--- config.mk ---
export PLATFORM = sky130hd
export DESIGN_NAME = slec_cell
export DESIGN_NICKNAME = d
export VERILOG_FILES = /design/src/rtl/core/sorted_list_engine_core_defines.svh /design/src/rtl/core/slec_pkg.sv /design/src/rtl/core/slec_cell.sv
export SDC_FILE = /design/constraint.sdc
export NUM_CORES = 1
export LEC_CHECK = 0
export BUFFER_PORTS_ARGS = -buffer_cell sky130_fd_sc_hd__buf_2
export CAP_MARGIN = 15
export CORE_MARGIN = 3
export CORE_UTILIZATION = 39
export CTS_CLUSTER_DIAMETER = 30
export DETAILED_ROUTE_END_ITERATION = 7
export PLACE_DENSITY = 0.77
export SLEW_MARGIN = 20
export SYNTH_ARGS = -nofsm -noshare
export SYNTH_HDL_FRONTEND = slang
export SYNTH_SLANG_ARGS = --single-unit
--- constraint.sdc ---
create_clock -name clk -period 4.7 [get_ports clk]
set_input_delay 0.94 -clock clk [delete_from_list [all_inputs] [get_ports clk]]
set_output_delay 0.94 -clock clk [all_outputs]
set_load 0.005 [all_outputs]
--- src/rtl/core/sorted_list_engine_core_defines.svh ---
`ifndef SORTED_LIST_ENGINE_CORE_DEFINES_SVH
`define SORTED_LIST_ENGINE_CORE_DEFINES_SVH

// same-cycle implication
`define SLEC_ASSERT_NOW(label, cond, conseq, msg) \
  label: assert property (@(posedge clk) disable iff (rst) (cond) |-> (conseq)) \
    else $error(msg);

// next-cycle implication
`define SLEC_ASSERT_NEXT(label, cond, conseq, msg) \
  label: assert property (@(posedge clk) disable iff (rst) (cond) |=> (conseq)) \
    else $error(msg);

`endif

--- src/rtl/core/slec_pkg.sv ---
package slec_pkg;

  typedef enum logic [2:0] {
    OP_INSERT  = 3'd0,
    OP_POP_MIN = 3'd1,
    OP_POP_MAX = 3'd2,
    OP_READ    = 3'd3,
    OP_CLEAR   = 3'd4
  } op_t;

  localparam int VALUE_W = 32;
  localparam int POS_W   = 6;
  localparam int ELEM_W  = 7;

  typedef struct packed {
    logic [2:0]                op;
    logic signed [VALUE_W-1:0] new_value;
    logic [POS_W-1:0]          position;
  } req_t;

  typedef struct packed {
    logic signed [VALUE_W-1:0] result_value;
    logic                      ok;
    logic [ELEM_W-1:0]         elem_count;
  } rsp_t;

  typedef struct packed {
    logic                      do_insert;
    logic                      do_shift;
    logic signed [VALUE_W-1:0] new_value;
  } cell_ctl_t;

endpackage

--- src/rtl/core/slec_cell.sv ---
module slec_cell #(
  parameter int IDX_W = 6,
  parameter int IDX   = 0
) (
  input  logic                               clk,
  input  slec_pkg::cell_ctl_t                ctl,
  input  logic [IDX_W-1:0]                   sel,
  input  logic                               valid,
  input  logic                               left_mark,
  input  logic signed [slec_pkg::VALUE_W-1:0] left_val,
  input  logic signed [slec_pkg::VALUE_W-1:0] right_val,
  output logic                               mark,
  output logic signed [slec_pkg::VALUE_W-1:0] val,
  output logic signed [slec_pkg::VALUE_W-1:0] rd_val
);
  import slec_pkg::*;

  logic signed [VALUE_W-1:0] val_next;

  // empty cells count as greater so the insert slot is the first marked cell
  assign mark = !valid || (val > ctl.new_value);

  always_comb begin
    val_next = val;
    if (ctl.do_insert) begin
      if (left_mark) begin
        val_next = left_val;
      end else if (mark) begin
        val_next = ctl.new_value;
      end
    end else if (ctl.do_shift) begin
      val_next = right_val;
    end
  end

  always_ff @(posedge clk) begin
    val <= val_next;
  end

  assign rd_val = (sel == IDX_W'(IDX)) ? val : '0;

endmodule

* Yosys cells after proc, flatten, opt, wreduce, memory -nomap -nowiden
Cells that the tools add are included.
Word-level totals: output and inout port bits 65, RAM bits 0, bits in latches 0, memories kept 0, logic and storage cells 13, ROM bits 0, bits in registers 32
Cells by class: magnitude comparators 1, add/sub/neg operators 0, div/mod/pow operators 0, equal/unequal tests 1, reduce and logical (&&, ||, !) cells 5, bitwise operators 0, multiply operators 0, multiplexer cells 5, shift-type cells 0
Operators with widths (count):
- 32-bit two-way mux | 5
- 32-bit > comparator | 1
- 6-bit logical NOT | 1
- 3-bit by 1-bit inequality test with 1-bit output, second input constant | 1
- 2-bit AND reduction | 1
- 2-bit nonzero test | 1
- 1-bit logical NOT | 1
- 1-bit logical OR | 1

* Depth between registers and ports, before layout
depth after elaboration 5, gate-level depth with buffers 8, depth with buffers taken out 8

* Worst setup path after synthesis
Ideal clock, no wire load.
path kind input-to-reg, start point input ctl[31] (netlist bit), end point register val[0] (netlist bit), enable pin, setup time 0.461 ns, path slack -0.110 ns, data arrival time 4.348 ns, stages 7, buffers on the path 0, path through inv_1 -> ha_1 -> nand4_4 -> nor4_4 -> nor3b_2 -> a2111oi_0 -> nor3_1
Between the ends: cells in the longest elaborated chain, start to end 4
Ends and longest elaborated chain:
- start: declaration | RTL line slec_cell.sv:6 | input slec_pkg::cell_ctl_t ctl,
- 32-bit > comparator | RTL line slec_cell.sv:21 | assign mark = !valid || (val > ctl.new_value);
- 1-bit logical OR | RTL line slec_cell.sv:21
- 3-bit by 1-bit inequality test with 1-bit output (no line)
- 2-bit AND reduction (no line)
- end signal: assignment | RTL line slec_cell.sv:37 | val <= val_next;
- end: declaration | RTL line slec_cell.sv:13 | output logic signed [slec_pkg::VALUE_W-1:0] val,
No other way between the ends. A chain may end at the register's enable or synchronous reset.

* Worst setup path after layout
start point input sel[3], end point output rd_val[23] (netlist bit)
Between the ends: cells in the longest elaborated chain, start to end 2
Ends and longest elaborated chain:
- start: declaration | RTL line slec_cell.sv:7 | input logic [IDX_W-1:0] sel,
- 6-bit logical NOT | RTL line slec_cell.sv:40 | assign rd_val = (sel == IDX_W'(IDX)) ? val : '0;
- 32-bit two-way mux | RTL line slec_cell.sv:40
- end: declaration | RTL line slec_cell.sv:14 | output logic signed [slec_pkg::VALUE_W-1:0] rd_val
No other way between the ends.

==> results.toml <==
[clock_network]
clk_path_buf_depth = 2
htreeDepth = 2
cts_tree = "yes"
numCtsBuffers = 5
clock-sinks = 32
post_cts_buffers = 0
ctsHoldBuffers = 0
insertion_delay_ns = 0.28
cts_root_buf = "clkbuf_8"
clk_pin_slew_ns = 0.07
cts_resized = 0

[critical_path]
endpoint = "rd_val[23]"
r2r_slack_ns = 1.59
cp.required_ns = 3.76
worstSetupPathType = "in2out"
reg2reg_depth = 7
startpoint = "sel[3]"
end_kind = "output port"
arrival_ns = 2.72
startpoint_type = "input port"
timing.rr.start = "val[31]"
r2r-end = "val[30]"
worstPathMaxFanout = 31

[worst_hold_path]
min_path_type = "in2reg"

[floorplanning]
start_util_pct = 41.8
dieWidth_um = 89.9
io_pins = 172
fp-row-count = 29
die_y_um = 89.9
die_area_um2 = 8090
core_area_um2 = 6570

[routing]
routed_wirelength_mm = 7.86
vias_per_cell = 4.91
drtIter0Drc = 48
ant_nets = 0
drtPass1Iterations = 4
num_vias = 2782
drc = 0
avgRoutedWirePerCell_um = 13.9

[finish]
finish.utilization_pct = 57.6
layout-drive-gt1-share_pct = 39.2
diodes = 0
nNetsFinal = 612
layoutNonFillerInstCount = 567
mostFrequentLayoutCell = "buf_2"
regMostFlops = "val"
areaGrowthSynthToFinish_pct = 37.7
fin_area_um2 = 3780
largest_reg_flops = 32
biggestRegsByFlops = "val: 32 flops"
layout_common_cells = "buf_2 (171), a21oi_1 (46), inv_1 (35), nor2_1 (34)"

[synthesis]
syn_inst = 306
ys_seq_area_share_pct = 35.0
yosys.area.top_type_share_pct = 35.0
synth_warnings = 0
syn_area_um2 = 2750
syn-mean-instance-area_um2 = 8.98
syn_nets = 445
synth_cell_types = 31
ys_ff_latch = 32
synth_area_leaders = "edfxtp_1 (35%), ha_1 (15%), mux2i_1 (12%), a21oi_1 (8.4%), and2_1 (7.1%)"
synth_largest_area_cell = "edfxtp_1"

[timing]
fin_tns_setup_ns = 0
rsz0062_at_grt = "false"
slew_violations = 0
slew_headroom_pct = 37.4
final_hold_viol_count = 0
period_needed_ns = 3.66
setup_viol = 0
fin_skew_ns = 0.00464
fin_ws_ns = 1.04
fmax_ghz = 0.273
holdWs_ns = 0.975
min_period_over_period_pct = 77.9
timing_worst_slew_pin_value_ns = 0.935

[placed_design]
place_ws_ns = 0.953
gp_congestion = 0.854
hpwl_mm = 6.46
dp.cells = 559
port_buffers = 171
dpl_cell_area_um2 = 3700

[grt]
grt_max_degree = 66
grt_first_pass_wirelength_mm = 13.2
grt_pass1_vias = 2814
grt-ovfl-total = 0
antenna_found_initial = 0
grt_usage_pct = 19.6

[power_and_ir_drop]
pwr-share-clk_pct = 24.3
power.switching_mw = 0.263
power_switching_share_pct = 31.2
internal_power_mw = 0.579
seqPwrFrac_pct = 44.8
p_comb_share_pct = 30.9
ir_worst_vdd_mv = 0.156
power.density_nw_per_um2 = 223
finalPower_mw = 0.842
leakagePower_nw = 2.03

[flow_run]
cap_violations = 0

[outcome]
status = "finished clean"
[critical path, cell delays in order]
cell    delay [ns]
buf_2         0.10
or4_1         0.59
nor3_4        0.75
and2_1        0.23
buf_2         0.11
[cells by family after synthesis]
logic type	count (synthesis)	share of synthesized area (%)
flip-flops	32	35.0
adder cells (fa/ha/maj)	32	14.6
AND/OR/NAND/NOR	101	20.2
multiplexers	32	11.7
AO/OA/AOI/OAI	60	11.7
buffers and inverters	49	6.97
[layout make-up]
type | count | area [um2]
timing repair buffer | 174 | 878
inverter | 35 | 131
multi-input combinational | 225 | 1610
clock buffer | 5 | 68.8
tap | 93 | 116
fill | 621 | 2790
clock inverter | 3 | 13.8
sequential | 32 | 961
[how the worst min path moves through the flow]
stage             startpoint       to  slack, ns  cells past startpoint
5_1_grt         right_val[8]   val[8]       0.98                      3
2_1_floorplan  right_val[30]  val[30]       1.17                      2
3_5_place_dp   right_val[24]  val[24]       1.26                      3
4_1_cts        right_val[24]  val[24]       0.97                      3
3_3_place_gp    right_val[8]   val[8]       1.26                      3
6_report        right_val[4]   val[4]       0.97                      3
[per-layer routing]
metal | global-route usage (%) | wire length [um] | vias up
met5 | 0 | 0 | -
met4 | 5.10 | 112 | 0
met3 | 4.17 | 494 | 10
met2 | 36.0 | 4070 | 96
met1 | 23.0 | 3180 | 1259
li1 | - | - | 1417
[power by group through the flow]
stage	combinational [mW]	clock, mW	sequential [mW]
floorplan	0.141	0	0.383
global placement	0.254	0	0.382
detailed placement	0.262	0	0.384
CTS	0.264	0.211	0.378
global route	0.295	0.229	0.383
finish	0.260	0.204	0.378
[cell usage after synthesis (all sizes together)]
master and number:
mux2i 32, a21boi 1, or4 1, a211oi 2
buf 8, inv 35, nand4 9, o22ai 1
nor3 4, a2111oi 1, nand2b 1, nor2 34
nor2b 1, and2 31, nand2 9, ha 32
clkbuf 6, a221oi 1, nor3b 1, o21ai 7
and3 1, a21oi 46, edfxtp 32, a211o 1
nand3 6, nor4 3
(Power assumes the default switching activity.)
